$ cat config.mk
export PLATFORM = sky130hd
export DESIGN_NAME = priority_interval_counter_scheduler
export DESIGN_NICKNAME = d
export VERILOG_FILES = /design/src/hdl/pics_pkg.sv /design/src/hdl/pics_step_unit.sv /design/src/hdl/priority_interval_counter_scheduler.sv
export VERILOG_INCLUDE_DIRS = /design/src /design/src/hdl
export SDC_FILE = /design/constraint.sdc
export NUM_CORES = 1
export LEC_CHECK = 0
export BUFFER_PORTS_ARGS = -buffer_cell sky130_fd_sc_hd__buf_2
export CORE_MARGIN = 2
export CORE_UTILIZATION = 55
export CTS_BUF_LIST = sky130_fd_sc_hd__clkbuf_4 sky130_fd_sc_hd__clkbuf_8 sky130_fd_sc_hd__clkbuf_16
export DETAILED_ROUTE_END_ITERATION = 8
export GPL_TIMING_DRIVEN = 1
export PLACE_DENSITY = 0.72
export SLEW_MARGIN = 25
export SYNTH_ARGS = -nofsm -noshare
export SYNTH_HDL_FRONTEND = slang
export SYNTH_SLANG_ARGS = --single-unit
$ cat constraint.sdc
create_clock -name i_clk -period 21.5 [get_ports i_clk]
set_clock_uncertainty 0.2 [all_clocks]
set_input_delay 2.15 -clock i_clk [delete_from_list [all_inputs] [get_ports i_clk]]
set_output_delay 2.15 -clock i_clk [all_outputs]
set_load 0.1 [all_outputs]
$ cat src/hdl/priority_interval_counter_scheduler_macros.svh
// Assertion macros shared by the scheduler RTL.
// Included by the files that carry concurrent checks; no other dependencies.
`ifndef PRIORITY_INTERVAL_COUNTER_SCHEDULER_MACROS_SVH
`define PRIORITY_INTERVAL_COUNTER_SCHEDULER_MACROS_SVH
`ifndef SYNTHESIS
// Same-cycle implication, disabled during reset
`define PICS_ASSERT_IMP(label, clk, rst_n, ante, cons) \
    label: assert property (@(posedge clk) disable iff (!rst_n) (ante) |-> (cons)) \
        else $error("scheduler assertion failed");
// Next-cycle implication, disabled during reset
`define PICS_ASSERT_NEXT(label, clk, rst_n, ante, cons) \
    label: assert property (@(posedge clk) disable iff (!rst_n) (ante) |=> (cons)) \
        else $error("scheduler assertion failed");
`else
`define PICS_ASSERT_IMP(label, clk, rst_n, ante, cons)
`define PICS_ASSERT_NEXT(label, clk, rst_n, ante, cons)
`endif
`endif

$ cat src/hdl/pics_pkg.sv
// Types and constants for the priority interval counter scheduler.
// No dependencies; used by pics_step_unit and the top level.
`timescale 1ns / 1ps
`default_nettype none
package pics_pkg;

    localparam int CNT_W  = 11;
    localparam int PRIO_W = 24;

    localparam logic [CNT_W-1:0]  CNT_MAX   = 11'h7FF;
    localparam logic [PRIO_W-1:0] PRIO_STEP = 24'd100;
    localparam logic [PRIO_W-1:0] PRIO_MAX  = 24'hFFFFFF;

    // Operation codes carried in the input tuser
    localparam logic [2:0] OP_TICK    = 3'd0;
    localparam logic [2:0] OP_LOAD    = 3'd1;
    localparam logic [2:0] OP_ENABLE  = 3'd2;
    localparam logic [2:0] OP_RESET   = 3'd3;
    localparam logic [2:0] OP_HOLDOFF = 3'd4;

    // Configuration register indexes
    localparam logic CFG_MODE  = 1'b0;
    localparam logic CFG_COUNT = 1'b1;

    // One table entry as seen by the step unit
    typedef struct packed {
        logic [CNT_W-1:0]  tick;
        logic [CNT_W-1:0]  fires;
        logic [CNT_W-1:0]  interval;
        logic [CNT_W-1:0]  max_fires;
        logic [PRIO_W-1:0] prio;
        logic              enabled;
    } t_entry;

    // Arbitration context handed to the step unit
    typedef struct packed {
        logic              best_mode;
        logic              have_win;
        logic [PRIO_W-1:0] win_prio;
    } t_scan_ctl;

    // Step unit results
    typedef struct packed {
        logic [CNT_W-1:0]  tick_adv;
        logic              due;
        logic              take;
        logic [CNT_W-1:0]  tick_inc;
        logic [CNT_W-1:0]  fires_inc;
        logic              fire_cap;
        logic [PRIO_W-1:0] prio_bump;
    } t_step_res;

endpackage
`default_nettype wire

$ cat src/hdl/pics_step_unit.sv
// Shared evaluation unit: one table entry per cycle (advance, due test,
// priority compare) plus the firing arithmetic. Depends on pics_pkg.
`timescale 1ns / 1ps
`default_nettype none
module pics_step_unit (
    input  wire pics_pkg::t_entry    i_entry,
    input  wire pics_pkg::t_scan_ctl i_ctl,
    output pics_pkg::t_step_res      o_res
);
    import pics_pkg::*;

    logic [CNT_W-1:0] w_tick_inc;
    logic [CNT_W-1:0] w_fires_inc;
    logic             w_better;

    // Saturating increments and priority compare
    assign w_tick_inc  = (i_entry.tick >= CNT_MAX) ? CNT_MAX : i_entry.tick + 11'd1;
    assign w_fires_inc = (i_entry.fires >= CNT_MAX) ? CNT_MAX : i_entry.fires + 11'd1;
    assign w_better    = !i_ctl.have_win || (i_entry.prio < i_ctl.win_prio);

    always_comb begin
        o_res.tick_inc  = w_tick_inc;
        o_res.fires_inc = w_fires_inc;
        o_res.fire_cap  = (i_entry.max_fires != '0) && (w_fires_inc >= i_entry.max_fires);
        o_res.prio_bump = (i_entry.prio > PRIO_MAX - PRIO_STEP) ? PRIO_MAX
                                                                : i_entry.prio + PRIO_STEP;
        if (i_ctl.best_mode) begin
            // Best mode: pick lowest priority, due is judged after the step
            o_res.tick_adv = i_entry.tick;
            o_res.due      = w_tick_inc >= i_entry.interval;
            o_res.take     = i_entry.enabled && w_better;
        end else begin
            // All mode: advance up to the interval, then test due
            o_res.tick_adv = (i_entry.tick < i_entry.interval) ? w_tick_inc : i_entry.tick;
            o_res.due      = o_res.tick_adv >= i_entry.interval;
            o_res.take     = i_entry.enabled && o_res.due && w_better;
        end
    end

endmodule
`default_nettype wire

$ cat src/hdl/priority_interval_counter_scheduler.sv
// Priority interval counter scheduler: table of interval counters with
// one shared step unit walked by a sequencer. Depends on pics_pkg,
// pics_step_unit and the assertion macro header.
//
// Each input word is one operation. Load, enable, reset, hold-off, unused
// codes and ticks that are held off pass S_EXEC and S_EMIT to the result word.
// A tick not held off passes S_EXEC, S_SCAN over n = min(counters_in_use,
// COUNTERS, 8) entries, S_COMMIT and S_EMIT: the single step unit examines
// one table entry per cycle, then S_COMMIT applies the firing to the winner.
// s_axis_tready is high only while the sequencer is idle; one result word can
// wait in the output register while the next operation is accepted.
`timescale 1ns / 1ps
`default_nettype none
`include "priority_interval_counter_scheduler_macros.svh"
module priority_interval_counter_scheduler #(
    parameter int COUNTERS = 8
) (
    input  wire logic        i_clk,
    input  wire logic        i_rst_n,
    // Configuration write port
    input  wire logic        i_cfg_we,
    input  wire logic        i_cfg_addr,
    input  wire logic [3:0]  i_cfg_wdata,
    // Input stream
    input  wire logic        s_axis_tvalid,
    output logic             s_axis_tready,
    // [2:0] counter_index, [13:3] interval_ticks, [24:14] max_firings,
    // [40:25] start_priority, [41] enable_flag, [57:42] holdoff_ticks,
    // [58] holdoff_forever, [63:59] zero
    input  wire logic [63:0] s_axis_tdata,
    // [2:0] operation
    input  wire logic [2:0]  s_axis_tuser,
    // Output stream
    output logic             m_axis_tvalid,
    input  wire logic        m_axis_tready,
    // [2:0] fired_index, [13:3] fired_total, [14] group_active, [15] zero
    output logic [15:0]      m_axis_tdata,
    // [0] fired
    output logic             m_axis_tuser
);
    import pics_pkg::*;

    localparam int ENTRIES = (COUNTERS < 8) ? COUNTERS : 8;
    localparam int IDXW    = (ENTRIES > 1) ? $clog2(ENTRIES) : 1;

    typedef enum logic [2:0] {
        S_IDLE,
        S_EXEC,
        S_SCAN,
        S_COMMIT,
        S_EMIT
    } t_state;

    t_state r_state;

    // Configuration registers
    logic       r_mode;
    logic [3:0] r_cnt;

    // Counter table
    logic [CNT_W-1:0]  r_tick  [ENTRIES];
    logic [CNT_W-1:0]  r_fires [ENTRIES];
    logic [CNT_W-1:0]  r_ivl   [ENTRIES];
    logic [CNT_W-1:0]  r_max   [ENTRIES];
    logic [PRIO_W-1:0] r_prio  [ENTRIES];
    logic [ENTRIES-1:0] r_en;

    // Group hold-off
    logic [15:0] r_hold;
    logic        r_goff;

    // Latched operation
    logic [2:0]       r_op;
    logic [2:0]       r_idx;
    logic [CNT_W-1:0] r_in_ivl;
    logic [CNT_W-1:0] r_in_max;
    logic [15:0]      r_in_prio;
    logic             r_in_en;
    logic [15:0]      r_in_hold;
    logic             r_in_forever;

    // Sequencer state
    logic [IDXW-1:0]   r_scan;
    logic [IDXW-1:0]   r_win;
    logic              r_have;
    logic [PRIO_W-1:0] r_wprio;
    logic              r_fired;
    logic [CNT_W-1:0]  r_total;

    // Output register
    logic             r_out_valid;
    logic             r_out_fired;
    logic [2:0]       r_out_idx;
    logic [CNT_W-1:0] r_out_total;
    logic             r_out_active;

    logic [3:0]      w_scan_n;
    logic [3:0]      w_scan_last;
    logic            w_idx_ok;
    logic [IDXW-1:0] w_wr_idx;
    logic [IDXW-1:0] w_rd_idx;
    logic            w_accept;
    t_entry          w_entry;
    t_scan_ctl       w_ctl;
    t_step_res       w_res;

    assign w_scan_n    = (r_cnt > 4'(ENTRIES)) ? 4'(ENTRIES) : r_cnt;
    assign w_scan_last = w_scan_n - 4'd1;
    assign w_idx_ok    = {1'b0, r_idx} < 4'(ENTRIES);
    assign w_wr_idx    = r_idx[IDXW-1:0];
    assign w_rd_idx    = (r_state == S_COMMIT) ? r_win : r_scan;
    assign w_accept    = s_axis_tvalid && s_axis_tready;

    // Feed the shared step unit with the addressed entry
    always_comb begin
        w_entry.tick      = r_tick[w_rd_idx];
        w_entry.fires     = r_fires[w_rd_idx];
        w_entry.interval  = r_ivl[w_rd_idx];
        w_entry.max_fires = r_max[w_rd_idx];
        w_entry.prio      = r_prio[w_rd_idx];
        w_entry.enabled   = r_en[w_rd_idx];
        w_ctl.best_mode   = r_mode;
        w_ctl.have_win    = r_have;
        w_ctl.win_prio    = r_wprio;
    end

    pics_step_unit u_step (
        .i_entry (w_entry),
        .i_ctl   (w_ctl),
        .o_res   (w_res)
    );

    // Sequencer, table and output register
    always_ff @(posedge i_clk) begin
        if (!i_rst_n) begin
            r_state     <= S_IDLE;
            r_mode      <= 1'b0;
            r_cnt       <= 4'd8;
            r_hold      <= '0;
            r_goff      <= 1'b0;
            r_en        <= '0;
            r_out_valid <= 1'b0;
            r_scan      <= '0;
            r_win       <= '0;
            r_have      <= 1'b0;
            r_fired     <= 1'b0;
            for (int k = 0; k < ENTRIES; k++) begin
                r_tick[k]  <= '0;
                r_fires[k] <= '0;
                r_ivl[k]   <= '0;
                r_max[k]   <= '0;
                r_prio[k]  <= '0;
            end
        end else begin
            // Configuration writes
            if (i_cfg_we) begin
                case (i_cfg_addr)
                    CFG_MODE:  r_mode <= i_cfg_wdata[0];
                    CFG_COUNT: r_cnt  <= i_cfg_wdata;
                    default:   r_mode <= r_mode;
                endcase
            end

            // Drop the output word once taken, unless a new one replaces it
            if (m_axis_tvalid && m_axis_tready && (r_state != S_EMIT)) begin
                r_out_valid <= 1'b0;
            end

            case (r_state)
                S_IDLE: begin
                    if (w_accept) begin
                        r_op         <= s_axis_tuser;
                        r_idx        <= s_axis_tdata[2:0];
                        r_in_ivl     <= s_axis_tdata[13:3];
                        r_in_max     <= s_axis_tdata[24:14];
                        r_in_prio    <= s_axis_tdata[40:25];
                        r_in_en      <= s_axis_tdata[41];
                        r_in_hold    <= s_axis_tdata[57:42];
                        r_in_forever <= s_axis_tdata[58];
                        r_state      <= S_EXEC;
                    end
                end
                S_EXEC: begin
                    r_have  <= 1'b0;
                    r_win   <= '0;
                    r_fired <= 1'b0;
                    r_total <= '0;
                    r_scan  <= '0;
                    case (r_op)
                        OP_TICK: begin
                            if (r_goff) begin
                                r_state <= S_EMIT;
                            end else if (r_hold != '0) begin
                                r_hold  <= r_hold - 16'd1;
                                r_state <= S_EMIT;
                            end else if (w_scan_n == 4'd0) begin
                                r_state <= S_COMMIT;
                            end else begin
                                r_state <= S_SCAN;
                            end
                        end
                        OP_LOAD: begin
                            if (w_idx_ok) begin
                                r_ivl[w_wr_idx]   <= r_in_ivl;
                                r_max[w_wr_idx]   <= r_in_max;
                                r_prio[w_wr_idx]  <= {8'd0, r_in_prio};
                                r_en[w_wr_idx]    <= r_in_en;
                                r_tick[w_wr_idx]  <= '0;
                                r_fires[w_wr_idx] <= '0;
                            end
                            r_state <= S_EMIT;
                        end
                        OP_ENABLE: begin
                            if (w_idx_ok) begin
                                r_en[w_wr_idx] <= r_in_en;
                            end
                            r_state <= S_EMIT;
                        end
                        OP_RESET: begin
                            if (w_idx_ok) begin
                                r_tick[w_wr_idx]  <= '0;
                                r_fires[w_wr_idx] <= '0;
                                r_en[w_wr_idx]    <= 1'b1;
                            end
                            r_state <= S_EMIT;
                        end
                        OP_HOLDOFF: begin
                            r_goff  <= r_in_forever;
                            r_hold  <= r_in_forever ? 16'd0 : r_in_hold;
                            r_state <= S_EMIT;
                        end
                        default: begin
                            r_state <= S_EMIT;
                        end
                    endcase
                end
                S_SCAN: begin
                    // Advance in all mode, track the best candidate
                    if (!r_mode && r_en[r_scan]) begin
                        r_tick[r_scan] <= w_res.tick_adv;
                    end
                    if (w_res.take) begin
                        r_have  <= 1'b1;
                        r_win   <= r_scan;
                        r_wprio <= w_entry.prio;
                    end
                    if (4'(r_scan) == w_scan_last) begin
                        r_state <= S_COMMIT;
                    end else begin
                        r_scan <= r_scan + IDXW'(1);
                    end
                end
                S_COMMIT: begin
                    // Apply the firing to the winner; in best mode a winner not yet due only steps its tick
                    if (r_have) begin
                        if (r_mode && !w_res.due) begin
                            r_tick[r_win] <= w_res.tick_inc;
                        end else begin
                            r_tick[r_win] <= '0;
                            r_prio[r_win] <= w_res.prio_bump;
                            r_fired       <= 1'b1;
                            if (w_res.fire_cap) begin
                                r_en[r_win] <= 1'b0;
                            end
                            if (r_mode && w_res.fire_cap) begin
                                r_fires[r_win] <= w_entry.max_fires;
                                r_total        <= w_entry.max_fires;
                            end else begin
                                r_fires[r_win] <= w_res.fires_inc;
                                r_total        <= w_res.fires_inc;
                            end
                        end
                    end
                    r_state <= S_EMIT;
                end
                S_EMIT: begin
                    // Hand the result to the output register when it is free
                    if (!r_out_valid || m_axis_tready) begin
                        r_out_valid  <= 1'b1;
                        r_out_fired  <= r_fired;
                        r_out_idx    <= r_fired ? 3'(r_win) : 3'd0;
                        r_out_total  <= r_total;
                        r_out_active <= !r_goff && (r_hold == '0);
                        r_state      <= S_IDLE;
                    end
                end
                default: begin
                    r_state <= S_IDLE;
                end
            endcase
        end
    end

    assign s_axis_tready = (r_state == S_IDLE);
    assign m_axis_tvalid = r_out_valid;
    assign m_axis_tuser  = r_out_fired;
    assign m_axis_tdata  = {1'b0, r_out_active, r_out_total, r_out_idx};

    `PICS_ASSERT_NEXT(a_busy_after_accept, i_clk, i_rst_n, w_accept, !s_axis_tready)
    `PICS_ASSERT_IMP(a_fire_total_nonzero, i_clk, i_rst_n, m_axis_tvalid && m_axis_tuser, m_axis_tdata[13:3] != 11'd0)
    `PICS_ASSERT_IMP(a_nofire_clear, i_clk, i_rst_n, m_axis_tvalid && !m_axis_tuser, m_axis_tdata[13:0] == 14'd0)
    `PICS_ASSERT_IMP(a_scan_bound, i_clk, i_rst_n, r_state == S_SCAN, 4'(r_scan) <= w_scan_last)
    `PICS_ASSERT_IMP(a_winner_enabled, i_clk, i_rst_n, r_state == S_COMMIT && r_have, r_en[r_win])

endmodule
`default_nettype wire
==> impl_metrics.toml, run 1 <==
[floorplanning]
ios = 96
rows = 94
dieArea_um2 = 68500
chipHeight_um = 262
coreArea_um2 = 65700
die_w_um = 262
start_util_pct = 55.6

[finish]
final_area_um2 = 40300
fill_cells = 5027
area_growth_pct = 10.1
drive_above_1_share_pct = 13.3
nNetsFinal = 3400
multiInputGateArea_um2 = 14700
antenna_cells = 0
final_cells = 4173
final_util_pct = 61.2
seq_area_um2 = 20600

[clocking]
cts_tree = "yes"
cts_setup_buffers = 0
clk_latency_ns = 0.64
clock-sinks = 699
cts_max_path_buffers = 3
cts-root-buf = "clkbuf_16"
cts_max_level = 3
cts_buffers = 76
ctsResizeCount = 0
hold_buffers = 0
clk_pin_slew_ns = 0.06

[power_and_ir_drop]
pwr-share-comb_pct = 6.6
p_int_mw = 2.39
switching_power_uw = 709
seq_power_share_pct = 50.2
power_leakage_nw = 14.7
p_sw_share_pct = 22.9
pwr-share-clk_pct = 43.2
p_per_area_nw_per_um2 = 77.0
ir_worst_vdd_uv = 74.9

[routing]
first_pass_iters = 6
viasPerCell = 6.59
drt_iter0_markers = 3177
wirelength_um = 108000
drtAntennaViolNets = 0
detail_route.wl_per_cell_um = 26.0
drcViolationCount = 0
via_count = 27500

[global_routing]
grt_pass1_vias = 27200
grt_use_met3_pct = 7.39
met2_usage_pct = 49.4
grt_max_degree = 116
busiest_layer = "met2"
antenna_found_initial = 1
gr-usage-all-layers_pct = 31.5
grt-ovfl-total = 0
grt_pass1_wl_um = 163000
grt_use_met1_pct = 42.5

[place]
dpl_worst_slack_ns = 11.40
gp_congestion = 0.961
dp_hpwl_um = 67800
place_area_um2 = 37600
dp_cells = 4034
port_buffers = 89

[timing]
final.min_clock_period_ns = 10.05
max_clock_freq_mhz = 99.5
tightest_slew_ns = 1.11
setup-violations-final = 0
setup_ws_ns = 11.45
hold_viol_final = 0
rsz0062_at_grt = "false"
finalCritPeriodShare_pct = 46.7
slew_headroom_pct = 25.6
maxSlewViolCount = 0
setup_tns_ns = 0

[worst_setup_path]
cp-start-kind = "register"
cp.arrival_ns = 10.11
worst-path-buf-inv = 4
path_class = "register to register"
reg2reg_from = "r_state[1]$_SDFFE_PN0P_"
slowest_stage = "a211oi_1"
critPathLaunch = "r_state[1]$_SDFFE_PN0P_"
cp.required_ns = 21.57
worstSetupEndpointType = "register"
cp_slowest_stage_delay_ns = 0.90
critPathTopFamily = "compound AO/OA/AOI/OAI gates"
path_max_fanout = 52

[synthesis]
synth_edf_count = 657
synth_top_cell_area_share_pct = 54.0
ys_seq_elements = 699
yosysUniqueCellTypes = 116
synth_ff_type = "edfxtp_1"
synth_area_per_cell_um2 = 11.3
synthCells = 3227
synth_area_um2 = 36600
ys_warn_count = 0
ys_async_sr_fraction_pct = 0
synth_nets = 3377
synth_top_area_cell = "edfxtp_1"
ys_top_cells_by_area = "edfxtp_1 54%, mux2i_1 4.9%, and2_1 3.6%"
ys_seq_area_share_pct = 56.3

[outcome]
status = "completed"

[min_path]
worstHoldStart = "r_total[1]$_SDFFCE_PP0P_"
hold_path_class = "register to register"

[run]
maxCapViolations = 0
## metrics by stage
step / total power, mW / hold slack, ns
floorplan: 1.71 / 0.200
global placement: 1.77 / 0.201
detailed placement: 1.78 / 0.206
CTS: 3.10 / 0.218
global route: 3.17 / 0.224
finish: 3.10 / 0.217
## power by group through the flow
stage	clock network, mW	logic [mW]	registers (mW)
2_1_floorplan	0	0.131	1.58
3_3_place_gp	0	0.193	1.58
3_5_place_dp	0	0.198	1.58
4_1_cts	1.34	0.199	1.56
5_1_grt	1.39	0.220	1.56
6_report	1.34	0.204	1.56
## per-layer routing
layer,routed length [um],up-vias
met3,11600,310
met1,43000,13500
met5,13,-
met2,49500,1574
met4,4330,2
li1,-,12100
## layout make-up
| type | count | share of cell area, % |
|---|---|---|
| tap | 864 | 2.69 |
| clock inverter | 32 | 0.789 |
| multi-input combinational | 2238 | 36.6 |
| inverter | 78 | 0.743 |
| timing repair buffer | 157 | 2.49 |
| sequential | 699 | 51.1 |
| clock buffer | 105 | 5.58 |
## cell usage in the layout (no fill, tap or decap), types with 81 or more instances in the layout
cell type,count
nor3_1,144
nand3_1,86
nor2_1,335
edfxtp_1,657
clkbuf_16,81
buf_2,89
a21oi_1,103
mux2i_1,180
nand2_1,344
a211oi_1,96
and2_1,210
## state kept, by name (all words and copies together), names as in the netlist, 16 cells and up
register,flops
r_fires,88
r_hold,16
r_in_hold,16
r_in_prio,16
r_ivl,88
r_max,88
r_prio,192
r_tick,88
r_wprio,24
## Yosys cell counts, drive strengths merged (9+ instances only)
master and n:
a21o 21, o211ai 19, edfxtp 657, and3 31, buf 106, a221oi 14
nor3 148, mux2 37, nand3b 9, nor2 342, o221a 9, and2 212
or3 16, nor2b 24, o22ai 17, nand2 352, clkbuf 106, inv 75
a31oi 43, nand4 22, a2111oi 15, a21boi 11, ha 73, nand3 88
mux4 18, a311oi 18, xnor2 20, a32oi 16, a22oi 10, nand2b 16
dfxtp 42, nor4 11, o21ai 77, a32o 15, mux2i 181, a21oi 108
a211oi 107
## final timing paths
path	endpoint	slack (ns)	cells after the start
setup / recovery	r_wprio[8]$_DFFE_PP_	11.45	25
hold / removal	r_out_total[1]$_DFFE_PP_	0.22	0
setup reg to reg	r_wprio[8]$_DFFE_PP_	11.45	25
hold reg to reg	r_out_total[1]$_DFFE_PP_	0.22	0
## logic make-up after synthesis
group	count (synthesis)	synth area share, %
buffers and inverters	290	3.93
AOI/OAI and AO/OA	585	11.8
and+or+nand+nor	1319	17.6
other	1	0.0103
xor gates and xnor gates	24	0.575
muxes	236	7.25
DFF	699	56.3
adders and majority gates	73	2.50
(Power assumes the default switching activity.)
==> inputs of run 2 (changes only) <==
--- a/config.mk
+++ b/config.mk
@@ -12,7 +12,7 @@
 export CTS_BUF_LIST = sky130_fd_sc_hd__clkbuf_4 sky130_fd_sc_hd__clkbuf_8 sky130_fd_sc_hd__clkbuf_16
 export DETAILED_ROUTE_END_ITERATION = 8
 export GPL_TIMING_DRIVEN = 1
-export PLACE_DENSITY = 0.72
+export PLACE_DENSITY = 0.74
 export SLEW_MARGIN = 25
 export SYNTH_ARGS = -nofsm -noshare
 export SYNTH_HDL_FRONTEND = slang
==> constraint.sdc (replaced) <==
create_clock -name i_clk -period 8.9 [get_ports i_clk]
set_clock_uncertainty 0.2 [all_clocks]
set_input_delay 0.89 -clock i_clk [delete_from_list [all_inputs] [get_ports i_clk]]
set_output_delay 0.89 -clock i_clk [all_outputs]
set_load 0.1 [all_outputs]
==> impl_metrics.toml, run 2 (synthesized netlist as in run 1, its figures left out) <==
[routing]
viasPerCell = 6.53
via_count = 27600
drtAntennaViolNets = 0
drcViolationCount = 0
detail_route.wl_per_cell_um = 25.7
drt_iter0_markers = 2864
first_pass_iters = 6
wirelength_um = 109000

[worst_setup_path]
worst-path-buf-inv = 2
path_class = "register to register"
cp-start-kind = "register"
cp.required_ns = 9.01
cp_slowest_stage_delay_ns = 0.89
slowest_stage = "a211oi_1"
cp_common_cell = "o21ai_0"
critPathTopFamily = "compound AO/OA/AOI/OAI gates"
crit_chain = "nand3b_4, a21oi_4, buf_4, nor2_2, a32oi_1, and2_1, ha_1, and4_1, nor3b_1, o21ai_0, nand2_1, a31o_2, a21oi_2, mux2_4, ha_1, nor2b_1, o21a_1, o21a_1, o21ai_0, a21oi_1, o21ai_0, a211oi_1, and2_1, buf_4"
cp.arrival_ns = 8.57
worstSetupEndpointType = "register"
path_max_fanout = 24

[floorplanning]
die_w_um = 262
ios = 96
chipHeight_um = 262
rows = 94
start_util_pct = 55.6
coreArea_um2 = 65700
dieArea_um2 = 68500

[clocking]
cts-root-buf = "clkbuf_16"
cts_max_level = 3
cts_tree = "yes"
ctsResizeCount = 0
cts_buffers = 76
hold_buffers = 0
cts_setup_buffers = 0
cts_max_path_buffers = 3
clock-sinks = 699
clk_latency_ns = 0.65
clk_pin_slew_ns = 0.06

[timing]
final.min_clock_period_ns = 8.46
setup-violations-final = 0
rsz0062_at_grt = "false"
hold_viol_final = 0
setup_ws_ns = 0.436
maxSlewViolCount = 0
max_clock_freq_mhz = 118
slew_headroom_pct = 29.2
tightest_slew_ns = 1.06
holdWs_ns = 0.209
setup_tns_ns = 0
finalCritPeriodShare_pct = 95.1

[global_routing]
grt-ovfl-total = 0
grt_max_degree = 76
grt_pass1_vias = 27000
grt_pass1_wl_um = 162000
gr-usage-all-layers_pct = 31.5
antenna_found_initial = 1

[finish]
top_register = "r_prio"
largest_reg_flops = 192
layout_commonest_cell = "edfxtp_1"
nNetsFinal = 3446
final_area_um2 = 40600
area_growth_pct = 11.2
final_cell_mix = "657 x edfxtp_1, 351 x nand2_1, 335 x nor2_1"
final_cells = 4222
final_util_pct = 61.8
drive_above_1_share_pct = 14.1

[power_and_ir_drop]
power_leakage_nw = 15.0
p_sw_share_pct = 23.4
p_per_area_nw_per_um2 = 184
ir_worst_vdd_uv = 161
pwr-share-comb_pct = 6.7
seq_power_share_pct = 50.4
pwr-share-clk_pct = 42.9
p_total_mw = 7.47
p_int_mw = 5.72
switching_power_mw = 1.75

[run]
maxCapViolations = 0

[place]
port_buffers = 89
dp_hpwl_um = 69400
dpl_worst_slack_ns = 0.737
dp_cells = 4080
gp_congestion = 0.930
place_area_um2 = 38000

[outcome]
status = "completed"

[min_path]
hold_path_class = "input pin to register"
[run 2: changes by cell type in the layout (fill, tap and decap cells not counted), moves of 4 or more]
cell and delta:
clkbuf_4 +4, clkbuf_8 -4, clkinv_1 +6, buf_4 +42
clkbuf_16 -5, nand2_1 +7, clkinv_2 -5, nand2_2 -7
[run 2: worst paths after layout]
check / start / slack (ns) / end / depth (start not counted)
worst max register to register: r_state[1]$_SDFFE_PN0P_ / 0.44 / r_wprio[2]$_DFFE_PP_ / 24
worst min-delay path: s_axis_tdata[11] / 0.21 / r_in_ivl[8]$_DFFE_PP_ / 1
worst min register to register: r_total[8]$_SDFFCE_PP0P_ / 0.22 / r_out_total[8]$_DFFE_PP_ / 0
worst max-delay path: r_state[1]$_SDFFE_PN0P_ / 0.44 / r_wprio[2]$_DFFE_PP_ / 24
[run 2: metal layers]
layer	track usage, %	vias to the layer above	share of wire [%]	wire length, um
met3	5.23	276	9.6	10400
li1	-	12200	-	-
met4	13.1	0	3.8	4120
met5	0	-	0	0
met1	42.2	13600	40	42900
met2	51.2	1561	47	51100
[run 2: power by group through the flow]
stage	Sequential, mW	Combinational [mW]	Clock, mW
floorplan	3.81	0.317	0
global placement	3.82	0.474	0
detailed placement	3.83	0.486	0
CTS	3.76	0.490	3.22
global route	3.77	0.537	3.35
finish	3.76	0.499	3.21
[run 2: final cells by class]
cell class | count | area, um^2
flip-flops and latches | 699 | 20600
diodes | 1 | 2.50
well taps | 864 | 1080
multi-input cells | 2238 | 14700
fillers | 5104 | 25100
repair buffers | 203 | 1400
inverters | 78 | 299
clock inverters | 39 | 459
clock buffers | 100 | 2090
[run 2: worst reg2reg max path, delay by kind of cell (launching register included)]
family          cells  cell delay [ns]
flops               1             0.76
simple gates        8             2.33
buf+inv             2             0.75
compound gates     11             3.31
mux                 1             0.35
fa+ha+maj           2             0.43
